File: src/rtl/core/uv_average_bar_meter_macros.svh
// Assertion macros for the meter's RTL.
// Each macro expects clk and rst_n in scope.
`ifndef UV_AVERAGE_BAR_METER_MACROS_SVH
`define UV_AVERAGE_BAR_METER_MACROS_SVH

// Same-cycle implication.
`define UVABM_ASSERT_IMP(lbl, ante, cons) \
  lbl: assert property (@(posedge clk) disable iff (!rst_n) (ante) |-> (cons)) \
    else $error("uv_average_bar_meter: same-cycle check failed");

// Next-cycle implication.
`define UVABM_ASSERT_NXT(lbl, ante, cons) \
  lbl: assert property (@(posedge clk) disable iff (!rst_n) (ante) |=> (cons)) \
    else $error("uv_average_bar_meter: next-cycle check failed");

`endif

File: src/rtl/core/uvabm_pkg.sv
`timescale 1ns / 1ps

package uvabm_pkg;

  localparam int WINDOW      = 20;
  localparam int BAR_COLUMNS = 32;

  localparam int SAMPLE_W = 8;
  localparam int MEAN_W   = 8;
  localparam int LEN_W    = 6;
  localparam int COLOUR_W = 2;
  localparam int SAMPLE_MAX = 255;

  localparam int SLOT_W  = (WINDOW > 1) ? $clog2(WINDOW) : 1;
  localparam int CNT_W   = $clog2(WINDOW + 1);
  localparam int TOTAL_W = $clog2(SAMPLE_MAX * WINDOW + 1);
  localparam int STEP_W  = (TOTAL_W > 1) ? $clog2(TOTAL_W) : 1;

  localparam logic [COLOUR_W-1:0] COLOUR_RED   = 2'd0;
  localparam logic [COLOUR_W-1:0] COLOUR_GREEN = 2'd1;
  localparam logic [COLOUR_W-1:0] COLOUR_AMBER = 2'd2;

  localparam logic [LEN_W-1:0] BAR_LEN_0 = 6'd1;
  localparam logic [LEN_W-1:0] BAR_LEN_1 = 6'd6;
  localparam logic [LEN_W-1:0] BAR_LEN_2 = 6'd12;
  localparam logic [LEN_W-1:0] BAR_LEN_3 = 6'd17;
  localparam logic [LEN_W-1:0] BAR_LEN_4 = 6'd22;
  localparam logic [LEN_W-1:0] BAR_LEN_5 = 6'd27;
  localparam logic [LEN_W-1:0] BAR_LEN_6 = 6'd32;

  localparam logic [MEAN_W-1:0] MEAN_STEP_1 = 8'd0;
  localparam logic [MEAN_W-1:0] MEAN_STEP_2 = 8'd1;
  localparam logic [MEAN_W-1:0] MEAN_STEP_3 = 8'd2;
  localparam logic [MEAN_W-1:0] MEAN_STEP_4 = 8'd5;
  localparam logic [MEAN_W-1:0] MEAN_STEP_5 = 8'd7;
  localparam logic [MEAN_W-1:0] MEAN_STEP_6 = 8'd10;

  localparam logic [LEN_W-1:0] AMBER_ABOVE = 6'd12;
  localparam logic [LEN_W-1:0] RED_ABOVE   = 6'd22;

  function automatic logic [LEN_W-1:0] bar_for_mean(input logic [MEAN_W-1:0] mean);
    logic [LEN_W-1:0] len;
    if (mean > MEAN_STEP_6) begin
      len = BAR_LEN_6;
    end else if (mean > MEAN_STEP_5) begin
      len = BAR_LEN_5;
    end else if (mean > MEAN_STEP_4) begin
      len = BAR_LEN_4;
    end else if (mean > MEAN_STEP_3) begin
      len = BAR_LEN_3;
    end else if (mean > MEAN_STEP_2) begin
      len = BAR_LEN_2;
    end else if (mean > MEAN_STEP_1) begin
      len = BAR_LEN_1;
    end else begin
      len = BAR_LEN_0;
    end
    return len;
  endfunction

  function automatic logic [COLOUR_W-1:0] colour_for_bar(input logic [LEN_W-1:0] len);
    logic [COLOUR_W-1:0] colour;
    if (len > RED_ABOVE) begin
      colour = COLOUR_RED;
    end else if (len > AMBER_ABOVE) begin
      colour = COLOUR_AMBER;
    end else begin
      colour = COLOUR_GREEN;
    end
    return colour;
  endfunction

  function automatic logic [BAR_COLUMNS-1:0] mask_for_bar(input logic [LEN_W-1:0] len);
    logic [BAR_COLUMNS-1:0] mask;
    for (int i = 0; i < BAR_COLUMNS; i++) begin
      mask[i] = (LEN_W'(i) < len);
    end
    return mask;
  endfunction

endpackage

File: src/rtl/core/uvabm_ram.sv
`timescale 1ns / 1ps

module uvabm_ram #(
  parameter int WIDTH = 8,
  parameter int DEPTH = 20
) (
  input  logic                                    clk,
  input  logic                                    wr_en,
  input  logic [((DEPTH > 1) ? $clog2(DEPTH) : 1)-1:0] wr_addr,
  input  logic [WIDTH-1:0]                        wr_data,
  input  logic                                    rd_en,
  input  logic [((DEPTH > 1) ? $clog2(DEPTH) : 1)-1:0] rd_addr,
  output logic [WIDTH-1:0]                        rd_data
);

  logic [WIDTH-1:0] mem_r [DEPTH];
  logic [WIDTH-1:0] rd_data_r;

  always_ff @(posedge clk) begin
    if (wr_en) begin
      mem_r[wr_addr] <= wr_data;
    end
    if (rd_en) begin
      rd_data_r <= mem_r[rd_addr];
    end
  end

  assign rd_data = rd_data_r;

endmodule

File: src/rtl/core/uv_average_bar_meter.sv
`timescale 1ns / 1ps
// UV average bar meter. Each input transaction carries one UV index sample and a
// read-error flag. A good sample enters a ring of the last 20 samples and the block
// returns the truncated mean of the held samples, the bar length from the threshold
// ladder, a bar mask with that many low bits set, and the bar colour. A failed read
// leaves the ring alone and returns an empty green bar with a zero mean. The input
// is ready only while the sequencer is idle. A good sample passes from acceptance
// to the result register in order: the ring is read at acceptance, the update state
// updates the running total, the restoring divider produces one quotient bit per
// cycle, and the done state maps the mean onto the bar. A failed read skips the update
// and the divider. The result register holds one finished result, so the next sample is
// processed while a result waits to be taken. The ring needs no clearing after reset.

`include "uv_average_bar_meter_macros.svh"

module uv_average_bar_meter (
  input  logic        clk,
  input  logic        rst_n,
  input  logic        in_tvalid,
  output logic        in_tready,
  input  logic [7:0]  in_tdata,   // [7:0] uv_index
  input  logic [0:0]  in_tuser,   // [0] read_error
  output logic        out_tvalid,
  input  logic        out_tready,
  output logic [47:0] out_tdata   // [7:0] mean_index, [13:8] bar_length,
                                  // [45:14] bar_mask, [47:46] bar_colour
);

  localparam logic [2:0] ST_IDLE   = 3'd0;
  localparam logic [2:0] ST_UPDATE = 3'd1;
  localparam logic [2:0] ST_DIV    = 3'd2;
  localparam logic [2:0] ST_DONE   = 3'd3;

  logic [2:0]                      state_r, state_nxt;
  logic [uvabm_pkg::SLOT_W-1:0]    slot_r, slot_nxt;
  logic                            full_r, full_nxt;
  logic [uvabm_pkg::TOTAL_W-1:0]   total_r, total_nxt;
  logic [uvabm_pkg::SAMPLE_W-1:0]  sample_r, sample_nxt;
  logic                            err_r, err_nxt;
  logic [uvabm_pkg::CNT_W-1:0]     count_r, count_nxt;
  logic [uvabm_pkg::TOTAL_W-1:0]   quo_r, quo_nxt;
  logic [uvabm_pkg::CNT_W-1:0]     rem_r, rem_nxt;
  logic [uvabm_pkg::STEP_W-1:0]    step_r, step_nxt;
  logic                            out_valid_r, out_valid_nxt;
  logic [47:0]                     out_data_r, out_data_nxt;

  logic                            in_accept;
  logic                            ram_wr_en;
  logic [uvabm_pkg::SAMPLE_W-1:0]  ram_rd_data;
  logic [uvabm_pkg::SAMPLE_W-1:0]  old_sample;
  logic [uvabm_pkg::CNT_W:0]       rem_shift;
  logic                            load_out;
  logic [uvabm_pkg::MEAN_W-1:0]    mean;
  logic [uvabm_pkg::LEN_W-1:0]     bar_len;

  assign in_tready  = (state_r == ST_IDLE);
  assign in_accept  = in_tvalid && in_tready;
  assign out_tvalid = out_valid_r;
  assign out_tdata  = out_data_r;

  assign ram_wr_en  = (state_r == ST_UPDATE);
  assign old_sample = full_r ? ram_rd_data : '0;
  assign rem_shift  = {rem_r, quo_r[uvabm_pkg::TOTAL_W-1]};
  assign load_out   = (state_r == ST_DONE) && (!out_valid_r || out_tready);
  assign mean       = quo_r[uvabm_pkg::MEAN_W-1:0];
  assign bar_len    = uvabm_pkg::bar_for_mean(mean);

  uvabm_ram #(
    .WIDTH(uvabm_pkg::SAMPLE_W),
    .DEPTH(uvabm_pkg::WINDOW)
  ) u_ring (
    .clk    (clk),
    .wr_en  (ram_wr_en),
    .wr_addr(slot_r),
    .wr_data(sample_r),
    .rd_en  (in_accept),
    .rd_addr(slot_r),
    .rd_data(ram_rd_data)
  );

  always_comb begin
    state_nxt     = state_r;
    slot_nxt      = slot_r;
    full_nxt      = full_r;
    total_nxt     = total_r;
    sample_nxt    = sample_r;
    err_nxt       = err_r;
    count_nxt     = count_r;
    quo_nxt       = quo_r;
    rem_nxt       = rem_r;
    step_nxt      = step_r;
    out_valid_nxt = out_valid_r && !out_tready;
    out_data_nxt  = out_data_r;

    case (state_r)
      ST_IDLE: begin
        if (in_accept) begin
          sample_nxt = in_tdata;
          err_nxt    = in_tuser[0];
          state_nxt  = in_tuser[0] ? ST_DONE : ST_UPDATE;
        end
      end
      ST_UPDATE: begin
        total_nxt = total_r - uvabm_pkg::TOTAL_W'(old_sample)
                  + uvabm_pkg::TOTAL_W'(sample_r);
        if (slot_r == uvabm_pkg::SLOT_W'(uvabm_pkg::WINDOW - 1)) begin
          slot_nxt  = '0;
          full_nxt  = 1'b1;
          count_nxt = uvabm_pkg::CNT_W'(uvabm_pkg::WINDOW);
        end else begin
          slot_nxt  = slot_r + 1'b1;
          count_nxt = full_r ? uvabm_pkg::CNT_W'(uvabm_pkg::WINDOW)
                             : uvabm_pkg::CNT_W'(slot_r) + 1'b1;
        end
        quo_nxt   = total_nxt;
        rem_nxt   = '0;
        step_nxt  = uvabm_pkg::STEP_W'(uvabm_pkg::TOTAL_W - 1);
        state_nxt = ST_DIV;
      end
      ST_DIV: begin
        if (rem_shift >= {1'b0, count_r}) begin
          rem_nxt = uvabm_pkg::CNT_W'(rem_shift - {1'b0, count_r});
          quo_nxt = {quo_r[uvabm_pkg::TOTAL_W-2:0], 1'b1};
        end else begin
          rem_nxt = rem_shift[uvabm_pkg::CNT_W-1:0];
          quo_nxt = {quo_r[uvabm_pkg::TOTAL_W-2:0], 1'b0};
        end
        step_nxt = step_r - 1'b1;
        if (step_r == '0) begin
          state_nxt = ST_DONE;
        end
      end
      ST_DONE: begin
        if (load_out) begin
          out_valid_nxt = 1'b1;
          if (err_r) begin
            out_data_nxt = {uvabm_pkg::COLOUR_GREEN, 32'd0, 6'd0, 8'd0};
          end else begin
            out_data_nxt = {uvabm_pkg::colour_for_bar(bar_len),
                            uvabm_pkg::mask_for_bar(bar_len), bar_len, mean};
          end
          state_nxt = ST_IDLE;
        end
      end
      default: begin
        state_nxt = ST_IDLE;
      end
    endcase
  end

  always_ff @(posedge clk) begin
    if (!rst_n) begin
      state_r     <= ST_IDLE;
      slot_r      <= '0;
      full_r      <= 1'b0;
      total_r     <= '0;
      out_valid_r <= 1'b0;
    end else begin
      state_r     <= state_nxt;
      slot_r      <= slot_nxt;
      full_r      <= full_nxt;
      total_r     <= total_nxt;
      out_valid_r <= out_valid_nxt;
    end
  end

  always_ff @(posedge clk) begin
    sample_r   <= sample_nxt;
    err_r      <= err_nxt;
    count_r    <= count_nxt;
    quo_r      <= quo_nxt;
    rem_r      <= rem_nxt;
    step_r     <= step_nxt;
    out_data_r <= out_data_nxt;
  end

  `UVABM_ASSERT_NXT(a_err_skips_divide, in_accept && in_tuser[0], state_r == ST_DONE)
  `UVABM_ASSERT_IMP(a_div_count_nonzero, state_r == ST_DIV, count_r != '0)
  `UVABM_ASSERT_IMP(a_slot_in_ring, 1'b1,
                    slot_r <= uvabm_pkg::SLOT_W'(uvabm_pkg::WINDOW - 1))
  `UVABM_ASSERT_IMP(a_empty_bar_only_on_error, out_valid_r && (out_tdata[13:8] == 6'd0),
                    (out_tdata[7:0] == 8'd0) && (out_tdata[45:14] == 32'd0))

endmodule

File: config.mk
export PLATFORM = sky130hd
export DESIGN_NAME = uv_average_bar_meter
export DESIGN_NICKNAME = d
export VERILOG_FILES = /design/src/rtl/core/uvabm_pkg.sv /design/src/rtl/core/uvabm_ram.sv /design/src/rtl/core/uv_average_bar_meter.sv
export VERILOG_INCLUDE_DIRS = /design/src /design/src/rtl/core
export SDC_FILE = /design/constraint.sdc
export NUM_CORES = 1
export LEC_CHECK = 0
export BUFFER_PORTS_ARGS = -buffer_cell sky130_fd_sc_hd__buf_2
export CAP_MARGIN = 20
export CORE_MARGIN = 5
export CORE_UTILIZATION = 55
export DETAILED_ROUTE_END_ITERATION = 16
export GPL_TIMING_DRIVEN = 0
export HOLD_SLACK_MARGIN = 0.08
export MAX_ROUTING_LAYER = met4
export PLACE_DENSITY = 0.8
export SYNTH_ARGS = -nofsm -noshare
export SYNTH_HDL_FRONTEND = slang
export SYNTH_SLANG_ARGS = --single-unit
File: constraint.sdc
create_clock -name clk -period 3.3 [get_ports clk]
set_clock_uncertainty 0.05 [all_clocks]
set_input_delay 0.495 -clock clk [delete_from_list [all_inputs] [get_ports clk]]
set_output_delay 0.495 -clock clk [all_outputs]
set_load 0.01 [all_outputs]
# ---- Yosys cells after proc, flatten, opt, wreduce, memory -nomap -nowiden
# Memory sizes are Yosys's and may differ from the RTL's. A register that Yosys moved wholly into a read port is not among the register bits.
# Cells that the tools add are included.
# W data, S select, Z words.
dict set report classes {
  n_bitwise 0
  add_sub_neg 5
  mul 0
  reduce_logical 15
  n_mux 24
  order_cmp 41
  div 0
  shifts 0
  eq_ne 7
}
# cell count
set op_table {}
lappend op_table {{$lt A5 B6 Y1 const A} 16}
lappend op_table {{$lt A4 B6 Y1 const A} 8}
lappend op_table {{$pmux W13 S2} 1}
lappend op_table {{$mux W5} 5}
lappend op_table {{$lt A3 B6 Y1 const A} 4}
lappend op_table {{$gt A8 B1 Y1 const B} 2}
lappend op_table {{$gt A8 B3 Y1 const B} 2}
lappend op_table {{$add A13 B8 Y13} 1}
lappend op_table {{$sub A13 B8 Y13} 1}
lappend op_table {{$lt A1 B6 Y1 const A} 2}
lappend op_table {{$lt A2 B6 Y1 const A} 2}
lappend op_table {{$mux W3} 4}
lappend op_table {{$pmux W3 S4} 1}
lappend op_table {{$pmux W5 S2} 1}
lappend op_table {{$gt A8 B2 Y1 const B} 1}
lappend op_table {{$gt A8 B4 Y1 const B} 1}
lappend op_table {{$mux W8} 1}
lappend op_table {{$pmux W4 S2} 1}
lappend op_table {{$eq A3 B2 Y1 const B} 2}
lappend op_table {{$ge A6 B5 Y1} 1}
lappend op_table {{$gt A6 B4 Y1 const B} 1}
lappend op_table {{$gt A6 B5 Y1 const B} 1}
lappend op_table {{$mux W1} 6}
lappend op_table {{$mux W6} 1}
lappend op_table {{other kinds (18)} 26}
dict set report word_totals {
  mem_bits_rw 160
  mem_bits_ro 0
  word_cells 106
  input_bits 13
  memories 1
  regBits 107
  out_inout_bits 50
  latch_bits 0
}
# name words word_bits read_ports rd_ports_with_merged_regs write_ports line_no
set memory_table {}
lappend memory_table {u_ring.mem_r 20 8 1 1 1 uvabm_ram.sv:16} ;# logic [WIDTH-1:0] mem_r [DEPTH];

# ---- Depth between registers and ports, before layout
dict set report logic_depth {
  ltp_word 10
  mapped_depth 11
  depth_no_buf 11
}

# ---- Cells and area by module
# A second synthesis with hierarchy kept.
dict set report hier_totals {
  hier_cells 811
  hier_area_um2 12016.5
}
# module cells_per_inst instances area_each_um2 seq_area_each_um2
set modules_own_cells {}
lappend modules_own_cells {uvabm_ram 308 1 6562.5 5044.8}
lappend modules_own_cells {uv_average_bar_meter 503 1 5454.0 2932.8}

# ---- Least setup slack after synthesis
# Ideal clock, no wire load.
dict set report synth_path {
  kind {reg-to-reg}
  startpoint {register state_r[0]}
  endpoint {register out_data_r[0], in the netlist out_tdata[0], enable pin}
  setup_time_ps 457
  path_stages_with_launch 3
  arrival_ps 2702
  path_slack_ps 91
  path_buffers 0
  t_required_ps 2793
  synth_period_minus_slack_ps 3209
  cell_sequence {dfxtp_1 -> ha_1 -> nor2b_1}
}
dict set report synth_via {
  elab_chain_len 3
}
# item line_no
set synth_lines {}
lappend synth_lines {{start, declared} uv_average_bar_meter.sv:34} ;# logic [2:0] state_r, state_nxt;
lappend synth_lines {{start signal, assigned} uv_average_bar_meter.sv:159} ;# state_r <= state_nxt;
lappend synth_lines {{$eq A3 B2 Y1 (*)} {uv_average_bar_meter.sv:64, uv_average_bar_meter.sv:95}}
lappend synth_lines {{$logic_and A1 B1 Y1} uv_average_bar_meter.sv:64} ;# assign load_out = (state_r == ST_DONE) && (!out_valid_r || out_tready);
lappend synth_lines {{$reduce_and A2 Y1 (no source line) (*)} --}
lappend synth_lines {{end signal, assigned} uv_average_bar_meter.sv:174} ;# out_data_r <= out_data_nxt;
lappend synth_lines {{end, declared} uv_average_bar_meter.sv:45} ;# logic [47:0] out_data_r, out_data_nxt;
# Every way passes the cells marked *; elsewhere a longest branch is shown, timed or not.
# A chain may end at the register's enable or synchronous reset.

# ---- Worst setup path after layout
dict set report layout_path {
  startpoint {register full_r}
  endpoint {register quo_r[9] in the netlist's numbering (data pin)}
}
dict set report layout_via {
  elab_chain_len 4
}
# item line_no
set layout_lines {}
lappend layout_lines {{start, declared} uv_average_bar_meter.sv:36} ;# logic full_r, full_nxt;
lappend layout_lines {{start signal, assigned} uv_average_bar_meter.sv:161} ;# full_r <= full_nxt;
lappend layout_lines {{$mux W8} uv_average_bar_meter.sv:62} ;# assign old_sample = full_r ? ram_rd_data : '0;
lappend layout_lines {{$sub A13 B8 Y13} uv_average_bar_meter.sv:104} ;# total_nxt = total_r - uvabm_pkg::TOTAL_W'(old_sample)
lappend layout_lines {{$add A13 B8 Y13} uv_average_bar_meter.sv:105} ;# + uvabm_pkg::TOTAL_W'(sample_r);
lappend layout_lines {{$pmux W13 S2} uv_average_bar_meter.sv:95} ;# case (state_r)
lappend layout_lines {{via quo_nxt, one bit} uv_average_bar_meter.sv:41} ;# logic [uvabm_pkg::TOTAL_W-1:0] quo_r, quo_nxt;
lappend layout_lines {{end signal, assigned} uv_average_bar_meter.sv:171} ;# quo_r <= quo_nxt;
lappend layout_lines {{end, declared} uv_average_bar_meter.sv:41}
# The timed path passes the listed nets, and every way through them passes these cells.

==> flow_metrics.env <==
export IMPL_rsz0062_at_grt="no"
export IMPL_gp_congestion=0.926
export IMPL_synth_seq_cells=273
export IMPL_async_flop_share=0
export IMPL_clk_pin_slew_ns=0.06
export IMPL_status="finished, final reports clean"
export IMPL_num_rows=54
export IMPL_clkPwrFrac=0.255
export IMPL_p_int_w=0.00775
export IMPL_die_area_um2=25100
export IMPL_final_setup_viol_count=0
export IMPL_syn_inst=811
export IMPL_nFillCells=1536
export IMPL_startpoint_type="register"
export IMPL_wire_per_inst_um=20.7
export IMPL_required_ns=3.52
export IMPL_crit_fanout=10
export IMPL_fp_dieW_um=158
export IMPL_drt_iter0_drc=593
export IMPL_numCtsBuffers=28
export IMPL_grt_pass1_wl_um=39200
export IMPL_ys_types=68
export IMPL_clock_path_buffers=3
export IMPL_synth_area_per_cell_um2=14.9
export IMPL_start_util=0.556
export IMPL_die_h_um=158
export IMPL_via_per_inst=5.89
export IMPL_cp_arrival_ns=3.39
export IMPL_io_buffers=62
export IMPL_criticalPathCategory="register to register"
export IMPL_hold_ws_ns=0.134
export IMPL_power_frac_comb=0.340
export IMPL_hpwlAfterDp_um=16400
export IMPL_timing_final_crit_share=0.960
export IMPL_clock_sinks=273
export IMPL_power_leakage_nw=4.92
export IMPL_cts_tree="yes"
export IMPL_htreeDepth=1
export IMPL_synth_area_um2=12100
export IMPL_drtAntennaViolNets=0
export IMPL_antenna_found_initial=0
export IMPL_slew_headroom=0.357
export IMPL_grt_use_total=0.210
export IMPL_core_area_um2=21800
export IMPL_grt_max_degree=38
export IMPL_ios=63
export IMPL_period_needed_ns=3.17
export IMPL_globalRouteOverflowTotal=0
export IMPL_end_kind="register"
export IMPL_synth_edf_count=251
export IMPL_syn_nets=860
export IMPL_cap_viol_max_count=0
export IMPL_diodes=0
export IMPL_peakVddDrop_v=0.000607
export IMPL_area_growth_pct=14.6
export IMPL_drtPass1Iterations=5
export IMPL_pwr_share_seq=0.405
export IMPL_switchingPower_w=0.00393
export IMPL_ys_seq_area_frac=0.659
export IMPL_fin_ws_ns=0.132
export IMPL_grt_pass1_vias=7099
export IMPL_drc_errors=0
export IMPL_sw_frac_of_total=0.337
export IMPL_hold_class="input pin to register"
export IMPL_drt_total_wl_um=25400
export IMPL_clock_fmax_mhz=316
export IMPL_ys_dominant_reg_cell="edfxtp_1"
export IMPL_num_vias=7238
export IMPL_clk_latency_ns=0.55
export IMPL_drv_slew=0
export IMPL_powerDensity_nw_per_um2=843
export IMPL_ys_warnings_count=0
export IMPL_hold_violations=0
export IMPL_root_buffer="clkbuf_16"
export IMPL_final_net_count=976
export IMPL_preCtsSetupSlack_ns=-0.181
export IMPL_tightest_slew_ns=0.964
export IMPL_drive_gt1_frac=0.199
-- metrics by stage --
step | std cells | total power, W | instance area (µm²) | setup TNS (ns) | util
floorplan | 811 | 0.00762 | 12100 | 0 | -
global placement | 1153 | 0.00849 | 12800 | -25.23 | 0.587
detailed placement | 1155 | 0.00862 | 12800 | -0.556 | 0.588
CTS | 1223 | 0.0116 | 13800 | 0 | 0.635
global route | 1229 | 0.0124 | 13900 | 0 | 0.637
finish | 1229 | 0.0117 | 13900 | 0 | 0.637
-- metal layers --
metal  wire length, µm  vias up  GRT usage
met5                 0        -          -
met4               592        0     0.0581
met3              1640       47     0.0285
met2             12900      292      0.358
met1             10300     3560      0.267
li1                  -     3339          -
-- registers in the layout (all words and copies together) (netlist names), 2 cells and up --
name	cells
count_r	5
u_ring.mem_r	160
out_tdata	47
rem_r	5
step_r	4
u_ring.rd_data	8
sample_r	8
state_r	2
quo_r	13
total_r	13
slot_r	5
-- worst max-delay path, cell delays in order (launching register included) --
cell and delay, ns:
dfxtp_1 0.34, clkbuf_2 0.19, and2_1 0.18, fa_1 0.53, inv_1 0.06, ha_1 0.27
a21o_1 0.13, nand4_1 0.31, a211o_1 0.42, a21boi_0 0.31, o31ai_1 0.12
-- cell families after synthesis --
family	Yosys count	synth area share
compound gates	143	0.0790
xor+xnor	9	0.00651
fa+ha+maj	36	0.0428
buf+inv	103	0.0366
flops	273	0.659
mux	64	0.0977
simple gates	183	0.0781
-- path summary, 6_finish.rpt --
kind | end | depth (start not counted) | startpoint | slack [ns]
max | quo_r[9] | 10 | full_r | 0.13
max reg2reg | quo_r[9] | 10 | full_r | 0.13
min reg2reg | total_r[6] | 2 | total_r[6] | 0.42
min | err_r | 1 | in_tuser | 0.13
-- power by group through the flow --
stage	Clock (W)	Sequential, W	Combinational [W]
after detailed placement	0	0.00489	0.00373
after global placement	0	0.00487	0.00362
after floorplan	0	0.00480	0.00282
final	0.00298	0.00473	0.00397
after CTS	0.00300	0.00478	0.00386
after global routing	0.00318	0.00477	0.00440
-- timing repair --
item / 4_1_cts / 5_1_grt
setup endpoints to repair: 9 / 8
gates cloned: 0 / 0
buffers inserted: 8 / 6
hold buffers: 8 / 0
hold endpoints to repair: 8 / 0
gates resized for setup: 0 / 3
-- cell usage after synthesis, types with 11 or more instances --
master,count,area share
and3_1,12,0.0062
and2_1,23,0.012
dfxtp_1,22,0.036
edfxtp_1,251,0.62
o21ai_0,18,0.0074
mux2i_1,15,0.012
ha_1,27,0.028
nor2b_1,12,0.0062
nor3_1,15,0.0062
inv_1,58,0.018
nand2_1,35,0.011
clkbuf_1,22,0.0068
mux4_2,32,0.060
buf_2,11,0.0045
nand3_1,18,0.0074
a21oi_1,44,0.018
nor2_1,36,0.011
-- placed cells by master (no fill, tap or decap), types with 5 or more instances in the layout --
master and n:
a21o_1 9, buf_2 74, a22oi_1 9, o31ai_1 5, buf_1 5, edfxtp_1 251
buf_4 17, clkbuf_16 28, nand3_1 18, o21a_1 6, fa_1 9, ha_1 27
and2_1 23, mux4_1 8, nor3_1 15, mux2_2 8, dfxtp_1 22, nand2b_1 6
o21ai_0 18, o21ai_1 10, xor2_1 5, clkbuf_1 30, clkinv_2 5, inv_1 58
a31oi_1 6, a21oi_1 44, mux2i_1 15, nor2b_1 11, nor2_1 36, mux4_2 32
and3_1 12, dlygate4sd3_1 8, nand2_1 35
-- final cells by class --
class                           count  area, µm²  area share
Clock inverter                     12        101     0.00731
Buffer                             44        223      0.0161
Multi-Input combinational cell    435       3690       0.266
Sequential cell                   273       7980       0.576
Inverter                           59        221      0.0160
Clock buffer                       40        776      0.0560
Timing Repair Buffer               86        520      0.0375
Tap cell                          280        350      0.0253
Power figures use the tool's default switching activity.
